## src/rtl/dmc_pkg.sv

```systemverilog
// dmc_pkg: shared types and constants of the direct-mapped write-through cache
// holds the state machine encoding, controller/datapath handshake structs and counter slots
// depends on nothing
`timescale 1ns / 1ps

package dmc_pkg;

	// fixed payload widths
	localparam int DATA_W  = 8;
	localparam int CNT_W   = 32;
	localparam int NUM_CNT = 9;

	// result beat: rdata, hit, nine counters, zero fill up to whole bytes
	localparam int OUT_RAW_W = DATA_W + 1 + NUM_CNT * CNT_W;
	localparam int OUT_W     = ((OUT_RAW_W + 7) / 8) * 8;
	localparam int CNT_LSB   = DATA_W + 1;

	localparam logic [CNT_W-1:0] CNT_MAX = '1;

	// statistics counter slots
	localparam int CNT_ACCESS = 0;
	localparam int CNT_HIT    = 1;
	localparam int CNT_MISS   = 2;
	localparam int CNT_READ   = 3;
	localparam int CNT_WRITE  = 4;
	localparam int CNT_RHIT   = 5;
	localparam int CNT_WHIT   = 6;
	localparam int CNT_RMISS  = 7;
	localparam int CNT_WMISS  = 8;

	typedef logic [CNT_W-1:0] cnt_t;

	// access kind carried on tuser
	typedef enum logic {
		ACC_READ  = 1'b0,
		ACC_WRITE = 1'b1
	} acc_t;

	typedef enum logic [2:0] {
		ST_CLEAR,
		ST_IDLE,
		ST_LOOKUP,
		ST_CHECK,
		ST_FILL,
		ST_RESP
	} state_t;

	// controller to datapath
	typedef struct packed {
		logic clr_step;
		logic in_ready;
		logic take;
		logic lookup;
		logic check;
		logic fill_step;
		logic respond;
	} dp_cmd_t;

	// datapath to controller
	typedef struct packed {
		logic clr_done;
		logic hit;
		logic fill_done;
	} dp_status_t;

endpackage

```

## src/rtl/dmc_ctrl.sv

```systemverilog
// dmc_ctrl: sequencer of the cache: clearing pass, lookup, check, line fill, response
// depends on dmc_pkg for the state encoding and the command/status structs
`timescale 1ns / 1ps

module dmc_ctrl (
	input  logic                  clk,
	input  logic                  arst_n,
	input  logic                  s_tvalid,
	input  logic                  out_free,
	input  dmc_pkg::dp_status_t   status,
	output dmc_pkg::dp_cmd_t      cmd
);

	dmc_pkg::state_t state_q, state_d;

	// state register
	always_ff @(posedge clk or negedge arst_n) begin
		if (!arst_n) begin
			state_q <= dmc_pkg::ST_CLEAR;
		end else begin
			state_q <= state_d;
		end
	end

	// next state
	always_comb begin
		state_d = state_q;
		case (state_q)
			dmc_pkg::ST_CLEAR: begin
				if (status.clr_done) state_d = dmc_pkg::ST_IDLE;
			end
			dmc_pkg::ST_IDLE: begin
				if (s_tvalid) state_d = dmc_pkg::ST_LOOKUP;
			end
			dmc_pkg::ST_LOOKUP: begin
				state_d = dmc_pkg::ST_CHECK;
			end
			dmc_pkg::ST_CHECK: begin
				state_d = status.hit ? dmc_pkg::ST_RESP : dmc_pkg::ST_FILL;
			end
			dmc_pkg::ST_FILL: begin
				if (status.fill_done) state_d = dmc_pkg::ST_RESP;
			end
			dmc_pkg::ST_RESP: begin
				if (out_free) state_d = dmc_pkg::ST_IDLE;
			end
			default: begin
				state_d = dmc_pkg::ST_CLEAR;
			end
		endcase
	end

	// command strobes
	always_comb begin
		cmd = '0;
		case (state_q)
			dmc_pkg::ST_CLEAR: begin
				cmd.clr_step = 1'b1;
			end
			dmc_pkg::ST_IDLE: begin
				cmd.in_ready = 1'b1;
				cmd.take     = s_tvalid;
			end
			dmc_pkg::ST_LOOKUP: begin
				cmd.lookup = 1'b1;
			end
			dmc_pkg::ST_CHECK: begin
				cmd.check = 1'b1;
			end
			dmc_pkg::ST_FILL: begin
				cmd.fill_step = 1'b1;
			end
			dmc_pkg::ST_RESP: begin
				cmd.respond = out_free;
			end
			default: begin
				cmd = '0;
			end
		endcase
	end

endmodule

```

## src/rtl/dmc_dpath.sv

```systemverilog
// dmc_dpath: address split, tag store, line store and backing memory of the cache
// depends on dmc_pkg; driven by dmc_ctrl through dp_cmd_t, reports through dp_status_t
`timescale 1ns / 1ps

module dmc_dpath #(
	parameter int ADDR_BITS      = 8,
	parameter int NUM_LINES      = 16,
	parameter int WORDS_PER_LINE = 4
) (
	input  logic                        clk,
	input  logic                        arst_n,
	input  dmc_pkg::dp_cmd_t            cmd,
	input  logic                        in_write,
	input  logic [ADDR_BITS-1:0]        in_addr,
	input  logic [dmc_pkg::DATA_W-1:0]  in_wdata,
	output dmc_pkg::dp_status_t         status,
	output logic [dmc_pkg::DATA_W-1:0]  rdata,
	output logic                        hit,
	output logic                        is_write
);

	localparam int MEM_SIZE   = 1 << ADDR_BITS;
	localparam int LINE_BYTES = NUM_LINES * WORDS_PER_LINE;
	localparam int LINE_W     = $clog2(NUM_LINES);
	localparam int OFF_W      = (WORDS_PER_LINE > 1) ? $clog2(WORDS_PER_LINE) : 1;
	localparam int CIDX_W     = $clog2(LINE_BYTES);
	localparam int NUM_TAGS   = (MEM_SIZE - 1) / LINE_BYTES + 1;
	localparam int TAG_W      = (NUM_TAGS > 1) ? $clog2(NUM_TAGS) : 1;
	localparam int FILL_W     = $clog2(WORDS_PER_LINE + 1);
	localparam int CLR_N      = (MEM_SIZE > NUM_LINES) ? MEM_SIZE : NUM_LINES;
	localparam int CLR_W      = $clog2(CLR_N);
	localparam int XW         = ADDR_BITS + CIDX_W;
	// reciprocal multipliers, exact for every address below 2^ADDR_BITS
	localparam int MW         = ADDR_BITS + 2;
	localparam int PW         = ADDR_BITS + MW;
	localparam int SH_W       = ADDR_BITS + $clog2(WORDS_PER_LINE);
	localparam int SH_T       = ADDR_BITS + $clog2(LINE_BYTES);
	localparam longint unsigned RCP_W =
		((64'd1 << SH_W) + WORDS_PER_LINE - 1) / WORDS_PER_LINE;
	localparam longint unsigned RCP_T =
		((64'd1 << SH_T) + LINE_BYTES - 1) / LINE_BYTES;

	// captured access
	logic [ADDR_BITS-1:0]       addr_q;
	logic [dmc_pkg::DATA_W-1:0] wdata_q;
	logic                       write_q;
	logic [ADDR_BITS-1:0]       word_q;
	logic [TAG_W-1:0]           tag_q;

	// split address
	logic [LINE_W-1:0]    line_q;
	logic [CIDX_W-1:0]    cidx_q;
	logic [ADDR_BITS-1:0] base_q;
	logic [OFF_W-1:0]     off_q;

	// memories and their read registers
	logic [TAG_W:0]             tag_mem [NUM_LINES];
	logic [dmc_pkg::DATA_W-1:0] line_mem [LINE_BYTES];
	logic [dmc_pkg::DATA_W-1:0] back_mem [MEM_SIZE];
	logic [TAG_W:0]             tag_rd_q;
	logic [dmc_pkg::DATA_W-1:0] cbyte_q;
	logic [dmc_pkg::DATA_W-1:0] mem_rd_q;

	logic [dmc_pkg::DATA_W-1:0] rdata_q;
	logic                       hit_q;
	logic [FILL_W-1:0]          fill_q;
	logic [CLR_W-1:0]           clr_q;

	logic [PW-1:0]     prod_w, prod_t, quo_w, quo_t;
	logic [XW-1:0]     base_x, off_x, line_x, cidx_x;
	logic              hit_c;
	logic              clr_done, clr_in_mem, clr_in_tags;
	logic              fill_done, fill_rd, fill_wr, tag_wr, mem_wr;
	logic [FILL_W-1:0] fill_m1;
	logic [CIDX_W-1:0] fill_idx;

	// word and tag number by reciprocal multiplication of the incoming address
	always_comb begin
		prod_w = PW'(in_addr) * PW'(RCP_W);
		prod_t = PW'(in_addr) * PW'(RCP_T);
		quo_w  = prod_w >> SH_W;
		quo_t  = prod_t >> SH_T;
	end

	always_ff @(posedge clk) begin
		if (cmd.take) begin
			addr_q  <= in_addr;
			wdata_q <= in_wdata;
			write_q <= in_write;
			word_q  <= quo_w[ADDR_BITS-1:0];
			tag_q   <= quo_t[TAG_W-1:0];
		end
	end

	// offset, line, line base and line store index by constant products
	always_comb begin
		base_x = XW'(word_q) * XW'(WORDS_PER_LINE);
		off_x  = XW'(addr_q) - base_x;
		line_x = XW'(word_q) - XW'(tag_q) * XW'(NUM_LINES);
		cidx_x = XW'(addr_q) - XW'(tag_q) * XW'(LINE_BYTES);
	end

	always_ff @(posedge clk) begin
		if (cmd.lookup) begin
			line_q <= line_x[LINE_W-1:0];
			cidx_q <= cidx_x[CIDX_W-1:0];
			base_q <= base_x[ADDR_BITS-1:0];
			off_q  <= off_x[OFF_W-1:0];
		end
	end

	// clearing pass over backing memory and tag store after reset
	assign clr_done    = (clr_q == CLR_W'(CLR_N - 1));
	assign clr_in_mem  = ({1'b0, clr_q} < (CLR_W + 1)'(MEM_SIZE));
	assign clr_in_tags = ({1'b0, clr_q} < (CLR_W + 1)'(NUM_LINES));

	always_ff @(posedge clk or negedge arst_n) begin
		if (!arst_n) begin
			clr_q <= '0;
		end else if (cmd.clr_step && !clr_done) begin
			clr_q <= clr_q + 1'b1;
		end
	end

	// line fill sequencing: read word k, write word k-1
	assign fill_done = (fill_q == FILL_W'(WORDS_PER_LINE));
	assign fill_rd   = cmd.fill_step && (fill_q < FILL_W'(WORDS_PER_LINE));
	assign fill_wr   = cmd.fill_step && (fill_q != '0);
	assign fill_m1   = fill_q - 1'b1;
	assign fill_idx  = cidx_q - CIDX_W'(off_q) + CIDX_W'(fill_m1);
	assign tag_wr    = cmd.fill_step && fill_done;
	assign mem_wr    = cmd.check && write_q;

	always_ff @(posedge clk or negedge arst_n) begin
		if (!arst_n) begin
			fill_q <= '0;
		end else if (cmd.fill_step) begin
			fill_q <= fill_done ? '0 : fill_q + 1'b1;
		end
	end

	// tag store: valid bit over tag
	always_ff @(posedge clk) begin
		if (cmd.clr_step && clr_in_tags) begin
			tag_mem[clr_q[LINE_W-1:0]] <= '0;
		end else if (tag_wr) begin
			tag_mem[line_q] <= {1'b1, tag_q};
		end
		if (cmd.lookup) begin
			tag_rd_q <= tag_mem[line_x[LINE_W-1:0]];
		end
	end

	assign hit_c = tag_rd_q[TAG_W] && (tag_rd_q[TAG_W-1:0] == tag_q);

	// backing memory, written through on every write
	always_ff @(posedge clk) begin
		if (cmd.clr_step && clr_in_mem) begin
			back_mem[clr_q[ADDR_BITS-1:0]] <= '0;
		end else if (mem_wr) begin
			back_mem[addr_q] <= wdata_q;
		end
		if (fill_rd) begin
			mem_rd_q <= back_mem[base_q + ADDR_BITS'(fill_q)];
		end
	end

	// line store
	always_ff @(posedge clk) begin
		if (fill_wr) begin
			line_mem[fill_idx] <= mem_rd_q;
		end else if (mem_wr && hit_c) begin
			line_mem[cidx_q] <= wdata_q;
		end
		if (cmd.lookup) begin
			cbyte_q <= line_mem[cidx_x[CIDX_W-1:0]];
		end
	end

	// result byte and hit flag
	always_ff @(posedge clk) begin
		if (cmd.check) begin
			hit_q   <= hit_c;
			rdata_q <= write_q ? wdata_q : cbyte_q;
		end else if (fill_wr && (fill_m1 == FILL_W'(off_q))) begin
			rdata_q <= mem_rd_q;
		end
	end

	always_comb begin
		status.clr_done  = clr_done;
		status.hit       = hit_c;
		status.fill_done = fill_done;
	end

	assign rdata    = rdata_q;
	assign hit      = hit_q;
	assign is_write = write_q;

endmodule

```

## src/rtl/dmc_resp.sv

```systemverilog
// dmc_resp: statistics counters and the result register of the cache
// depends on dmc_pkg for counter slots and the result beat layout
`timescale 1ns / 1ps

module dmc_resp (
	input  logic                        clk,
	input  logic                        arst_n,
	input  logic                        respond,
	input  logic                        hit,
	input  logic                        is_write,
	input  logic [dmc_pkg::DATA_W-1:0]  rdata,
	input  logic                        m_tready,
	output logic                        m_tvalid,
	output logic [dmc_pkg::OUT_W-1:0]   m_tdata,
	output logic                        out_free
);

	dmc_pkg::cnt_t              cnt_q [dmc_pkg::NUM_CNT];
	dmc_pkg::cnt_t              cnt_d [dmc_pkg::NUM_CNT];
	logic [dmc_pkg::NUM_CNT-1:0] inc;
	logic                       valid_q;
	logic                       hit_q;
	logic [dmc_pkg::DATA_W-1:0] rdata_q;

	assign out_free = !valid_q || m_tready;

	// which counters this access bumps
	always_comb begin
		inc                       = '0;
		inc[dmc_pkg::CNT_ACCESS]  = 1'b1;
		inc[dmc_pkg::CNT_HIT]     = hit;
		inc[dmc_pkg::CNT_MISS]    = !hit;
		inc[dmc_pkg::CNT_READ]    = !is_write;
		inc[dmc_pkg::CNT_WRITE]   = is_write;
		inc[dmc_pkg::CNT_RHIT]    = !is_write && hit;
		inc[dmc_pkg::CNT_WHIT]    = is_write && hit;
		inc[dmc_pkg::CNT_RMISS]   = !is_write && !hit;
		inc[dmc_pkg::CNT_WMISS]   = is_write && !hit;
	end

	// saturating increments
	always_comb begin
		for (int i = 0; i < dmc_pkg::NUM_CNT; i++) begin
			cnt_d[i] = (inc[i] && (cnt_q[i] != dmc_pkg::CNT_MAX)) ? cnt_q[i] + 1'b1 : cnt_q[i];
		end
	end

	always_ff @(posedge clk or negedge arst_n) begin
		if (!arst_n) begin
			for (int i = 0; i < dmc_pkg::NUM_CNT; i++) begin
				cnt_q[i] <= '0;
			end
		end else if (respond) begin
			for (int i = 0; i < dmc_pkg::NUM_CNT; i++) begin
				cnt_q[i] <= cnt_d[i];
			end
		end
	end

	// result beat holding register; counters only move when a new beat loads
	always_ff @(posedge clk or negedge arst_n) begin
		if (!arst_n) begin
			valid_q <= 1'b0;
		end else if (respond) begin
			valid_q <= 1'b1;
		end else if (m_tready) begin
			valid_q <= 1'b0;
		end
	end

	always_ff @(posedge clk) begin
		if (respond) begin
			hit_q   <= hit;
			rdata_q <= rdata;
		end
	end

	// pack rdata, hit, then the counters from the lowest bit up
	always_comb begin
		m_tdata                       = '0;
		m_tdata[dmc_pkg::DATA_W-1:0]  = rdata_q;
		m_tdata[dmc_pkg::DATA_W]      = hit_q;
		for (int i = 0; i < dmc_pkg::NUM_CNT; i++) begin
			m_tdata[dmc_pkg::CNT_LSB + i * dmc_pkg::CNT_W +: dmc_pkg::CNT_W] = cnt_q[i];
		end
	end

	assign m_tvalid = valid_q;

endmodule

```

## src/rtl/direct_mapped_cache_write_through_top.sv

```systemverilog
// direct_mapped_cache_write_through_top: direct-mapped write-through, write-allocate cache
// depends on dmc_pkg, dmc_ctrl, dmc_dpath and dmc_resp
`timescale 1ns / 1ps

// Usage
// One access beat in on the s_ stream (tuser = kind, 0 read / 1 write; tdata = addr, wdata),
// one result beat out on the m_ stream for every access: the byte at the address after the
// access, the hit flag and nine saturating statistics counters.
// Writes go through to the backing memory; a miss of either kind fills the whole line
// from the backing memory (a write miss after the memory update).
// An access goes from acceptance through lookup, check and response to m_tvalid; a miss adds
// the line fill before the response (one backing memory port, one byte per cycle).
// Accesses are taken one at a time: s_tready is high only in the idle step, so the
// lookup/check sequence and the single-port line fill end before the next is accepted.
// Reset: after arst_n rises the block clears the backing memory and the valid marks,
// one entry per step over the larger of 2^ADDR_BITS and NUM_LINES, with s_tready low.
// Stall: a finished result waits in the output register while the next access is
// accepted and looked up; the block then holds in its response step until m_tready.
module direct_mapped_cache_write_through_top #(
	parameter int ADDR_BITS      = 8,
	parameter int NUM_LINES      = 16,
	parameter int WORDS_PER_LINE = 4
) (
	input  logic clk,
	input  logic arst_n,
	// access channel
	input  logic s_tvalid,
	output logic s_tready,
	// addr, wdata, zero fill
	input  logic [((ADDR_BITS + dmc_pkg::DATA_W + 7) / 8) * 8 - 1:0] s_tdata,
	// cmd
	input  logic s_tuser,
	// result channel
	output logic m_tvalid,
	input  logic m_tready,
	// rdata, hit, access_count, hit_count, miss_count, read_count, write_count,
	// read_hit_count, write_hit_count, read_miss_count, write_miss_count, zero fill
	output logic [dmc_pkg::OUT_W-1:0] m_tdata
);

	dmc_pkg::dp_cmd_t           cmd;
	dmc_pkg::dp_status_t        status;
	logic                       out_free;
	logic                       in_write;
	logic [dmc_pkg::DATA_W-1:0] rdata;
	logic                       hit;
	logic                       is_write;

	assign s_tready = cmd.in_ready;
	assign in_write = (s_tuser == dmc_pkg::ACC_WRITE);

	dmc_ctrl u_ctrl (
		.clk      (clk),
		.arst_n   (arst_n),
		.s_tvalid (s_tvalid),
		.out_free (out_free),
		.status   (status),
		.cmd      (cmd)
	);

	dmc_dpath #(
		.ADDR_BITS      (ADDR_BITS),
		.NUM_LINES      (NUM_LINES),
		.WORDS_PER_LINE (WORDS_PER_LINE)
	) u_dpath (
		.clk      (clk),
		.arst_n   (arst_n),
		.cmd      (cmd),
		.in_write (in_write),
		.in_addr  (s_tdata[ADDR_BITS-1:0]),
		.in_wdata (s_tdata[ADDR_BITS +: dmc_pkg::DATA_W]),
		.status   (status),
		.rdata    (rdata),
		.hit      (hit),
		.is_write (is_write)
	);

	dmc_resp u_resp (
		.clk      (clk),
		.arst_n   (arst_n),
		.respond  (cmd.respond),
		.hit      (hit),
		.is_write (is_write),
		.rdata    (rdata),
		.m_tready (m_tready),
		.m_tvalid (m_tvalid),
		.m_tdata  (m_tdata),
		.out_free (out_free)
	);

endmodule

```

## config.mk

```make
export PLATFORM = sky130hd
export DESIGN_NAME = direct_mapped_cache_write_through_top
export DESIGN_NICKNAME = d
export VERILOG_FILES = /design/src/rtl/dmc_pkg.sv /design/src/rtl/dmc_ctrl.sv /design/src/rtl/dmc_dpath.sv /design/src/rtl/dmc_resp.sv /design/src/rtl/direct_mapped_cache_write_through_top.sv
export SDC_FILE = /design/constraint.sdc
export NUM_CORES = 2
export LEC_CHECK = 0
export ABC_CLOCK_PERIOD_IN_PS = 7150
export BUFFER_PORTS_ARGS = -buffer_cell sky130_fd_sc_hd__buf_2
export CAP_MARGIN = 20
export CORE_MARGIN = 2
export CORE_UTILIZATION = 62
export CTS_CLUSTER_SIZE = 28
export DETAILED_ROUTE_END_ITERATION = 10
export GPL_TIMING_DRIVEN = 0
export PLACE_DENSITY = 0.81
export SYNTH_ARGS = -nofsm -noshare
export SYNTH_HDL_FRONTEND = slang
export SYNTH_HIERARCHICAL = 1
export SYNTH_SLANG_ARGS = --single-unit
```

## constraint.sdc

```tcl
create_clock -name clk -period 7.15 [get_ports clk]
set_clock_uncertainty 0.05 [all_clocks]
set_input_delay 1.43 -clock clk [delete_from_list [all_inputs] [get_ports clk]]
set_output_delay 1.43 -clock clk [all_outputs]
set_load 0.01 [all_outputs]
```

==> impl_metrics.yaml <==
logic_synthesis:
  syn_inst: 6412
  netlist_area_um2: 119000
  synth_common_cells: "edfxtp_1, mux4_2, nor2_1"
  async_flop_share: 0.102
  avgSynthCellArea_um2: 18.6
  yosys_register_bits: 2973
  synth-edff-count: 2670
  ys_warn_count: 6
  ys.flop_type: "edfxtp_1"
  yosysSeqAreaShare: 0.735
  yosysMostFrequentCell: "edfxtp_1"
  yosysTopAreaCell: "edfxtp_1"
  synth.area.top_cells: "edfxtp_1, mux4_2, dfrtp_1"
  synth_top_area_frac: 0.671
  synthDistinctLibCells: 91
final_layout:
  layout-drive-gt1-share: 0.220
  nNetsFinal: 7149
  fin_area_um2: 135000
  area_growth_pct: 13.0
cts:
  path_clk_slew_ps: 60
  cts.sinks: 2973
  cts_buffers: 305
  post_cts_resized: 0
  cts_max_path_buffers: 4
  clk_latency_ps: 960
  cts_tree: "built"
  post_cts_buffers: 0
  cts_root_buffer: "clkbuf_16"
  htreeDepth: 5
  hold_buffers: 0
worst_hold_path:
  hold_path_end: "u_resp/rdata_q[0]"
  min_from: "u_dpath/rdata[0]"
  hold_depth: 0
  hold_path.class: "reg -> reg"
floorplan:
  io_pins: 327
  row_count: 161
  core_um2: 192000
  die_w_um: 443
  initial_core_util: 0.622
  die_area_um2: 196000
  chipHeight_um: 443
worst_setup_path:
  required_ps: 7680
  cp_slowest_cell: "o211ai_1"
  worst-path-max-fanout: 10
  crit_top_cell: "ha_1"
  arrival_ps: 7360
  worstPathCellList: "buf_4 -> buf_6 -> buf_6 -> buf_4 -> buf_2 -> inv_1 -> ha_1 -> xnor2_1 -> ha_1 -> inv_1 -> ha_1 -> a21oi_1 -> o21bai_1 -> a21oi_1 -> o211ai_1 -> nand3_1 -> nor2_1"
  ff2ff_path_depth: 17
  path_class: "reg -> reg"
  rrSetupSlack_ps: 320
  reg2reg_to: "u_dpath/line_mem[44][2]"
  cp-start-kind: "flop"
  slowest_delay_ps: 960
  timing.rr.start: "u_dpath/fill_q[1]"
  endpoint_kind: "flop"
placement:
  place_ws_ps: 744
  postPlaceCellArea_um2: 125000
  place_hpwl_um: 210000
  routabilityCongestion: 0.961
  portBuffers: 319
routing:
  wirelength_um: 331000
  firstDrtPassIters: 10
  vias_per_cell: 7.04
  drc: 0
  antenna_left: 0
  route.vias.total: 69354
  drt-initial-drc-count: 11644
  wl_per_cell_um: 33.6
global_routing:
  grt.total_usage: 0.336
  grt_pass1_vias: 67675
  overflow: 0
  grt_max_degree: 124
  grt_pass1_wl_um: 473000
  antenna_found_initial: 12
timing:
  fin_crit_sh: 0.955
  worst_hold_slack_ps: 374
  setup-tns-final_ps: 0
  finalHoldViolCount: 0
  fin_crit_ps: 6830
  final_max_slew_viol_count: 0
  slew_headroom: 0.0850
  worst_slack_ps: 323
  worst_pin_slew_ps: 1370
  fmax_mhz: 146
  setup_violations: 0
  rsz0062_at_grt: "no"
power_and_ir_drop:
  powerDensity_nw_per_um2: 350
  irDropWorstVdd_mv: 0.311
  leakage_nw: 46.8
run:
  cap_violations: 0
outcome:
  status: "finished clean"
## layer usage
layer | track usage | vias up | share of wire
li1 | - | 27300 | -
met1 | 0.437 | 35046 | 0.33
met2 | 0.520 | 5852 | 0.47
met3 | 0.0947 | 1152 | 0.13
met4 | 0.179 | 4 | 0.063
met5 | 0 | - | 0.000088
## worst max-delay path: cells and delay by family, from the launching register on
family / cells / cell delay, ps
compound gates: 4 / 1370
xor+xnor: 1 / 140
fa+ha+maj: 3 / 980
buf+inv: 7 / 2020
flops: 1 / 350
simple gates: 2 / 1460
## flip-flops by register name, summed over array words and instances, names as in the netlist, 48 cells and up
signal            flops
u_dpath/back_mem   2048
u_dpath/line_mem    512
u_dpath/tag_mem      48
u_resp/m_tdata      288
## report_power, final
group | total (W) | internal [W] | switching, W
clock network | 0.0154 | 0.00895 | 0.00646
logic | 0.0120 | 0.00425 | 0.00775
registers | 0.0198 | 0.0196 | 0.000237
total | 0.0472 | 0.0328 | 0.0144
## cell families (layout without fill, tap and decap cells)
family | after synthesis | count (layout) | share of synthesized area
XOR/XNOR | 294 | 294 | 0.0216
AO/OA/AOI/OAI | 506 | 506 | 0.0314
flip-flops | 2973 | 2973 | 0.735
adder cells (fa/ha/maj) | 25 | 25 | 0.00268
buffers and inverters | 376 | 1279 | 0.0170
AND/OR/NAND/NOR | 1341 | 1341 | 0.0557
other | 1 | 17 | 0.0000314
multiplexers | 896 | 896 | 0.137
## per-stage QoR
step,power (W),cells,util
after floorplan,0.0271,6418,-
after global placement,0.0312,9263,0.647
after detailed placement,0.0315,9316,0.653
after CTS,0.0468,9841,0.703
after global routing,0.0481,9850,0.703
final,0.0472,9857,0.703
## area by class of cell
cell class	instances	area, µm²
Antenna cell	10	25.0
Buffer	342	1920
Clock buffer	386	8200
Clock inverter	139	1310
Fill cell	11060	57000
Inverter	34	128
Multi-Input combinational cell	3069	29800
Sequential cell	2973	87800
Tap cell	2526	3160
Timing Repair Buffer	378	2700
## worst max-delay path by stage
stage,startpoint,end,slack (ps),depth (start not counted)
after floorplan,u_ctrl/state_q[2],u_dpath/back_mem[0][0],1530,6
after global placement,u_ctrl/state_q[2],u_dpath/back_mem[88][2],-2980,6
after detailed placement,u_dpath/fill_q[1],u_dpath/line_mem[44][7],740,17
after CTS,u_dpath/fill_q[1],u_dpath/line_mem[44][7],720,17
final,u_dpath/fill_q[1],u_dpath/line_mem[44][2],320,17
after global routing,u_dpath/fill_q[1],u_dpath/line_mem[44][7],290,17
## layout by cell type, fill, tap and decap left out, types with 26 or more instances in the layout
master     synthesis  layout
nand3_1          136     136
nand4_1          137     137
buf_4             27      34
xnor2_1          181     181
nor3_1            67      66
mux4_2           575     575
xor2_1           112     111
o221ai_1         135     135
mux2i_1          299     299
clkinv_1           0      47
nand2_1          295     287
clkbuf_16          0     312
a31oi_1           36      36
clkinv_2           0      45
nor4_1            48      44
buf_1             26      26
nor2_1           428     428
and3_1            49      49
a21boi_0          65      65
buf_2             56     375
buf_6             45      48
o21ai_0           77      77
dfrtp_1          303     303
inv_1             32      32
edfxtp_1        2670    2670
clkbuf_1         178     231
o22ai_1           80      80
No activity file was read; power rests on OpenSTA's default activity.
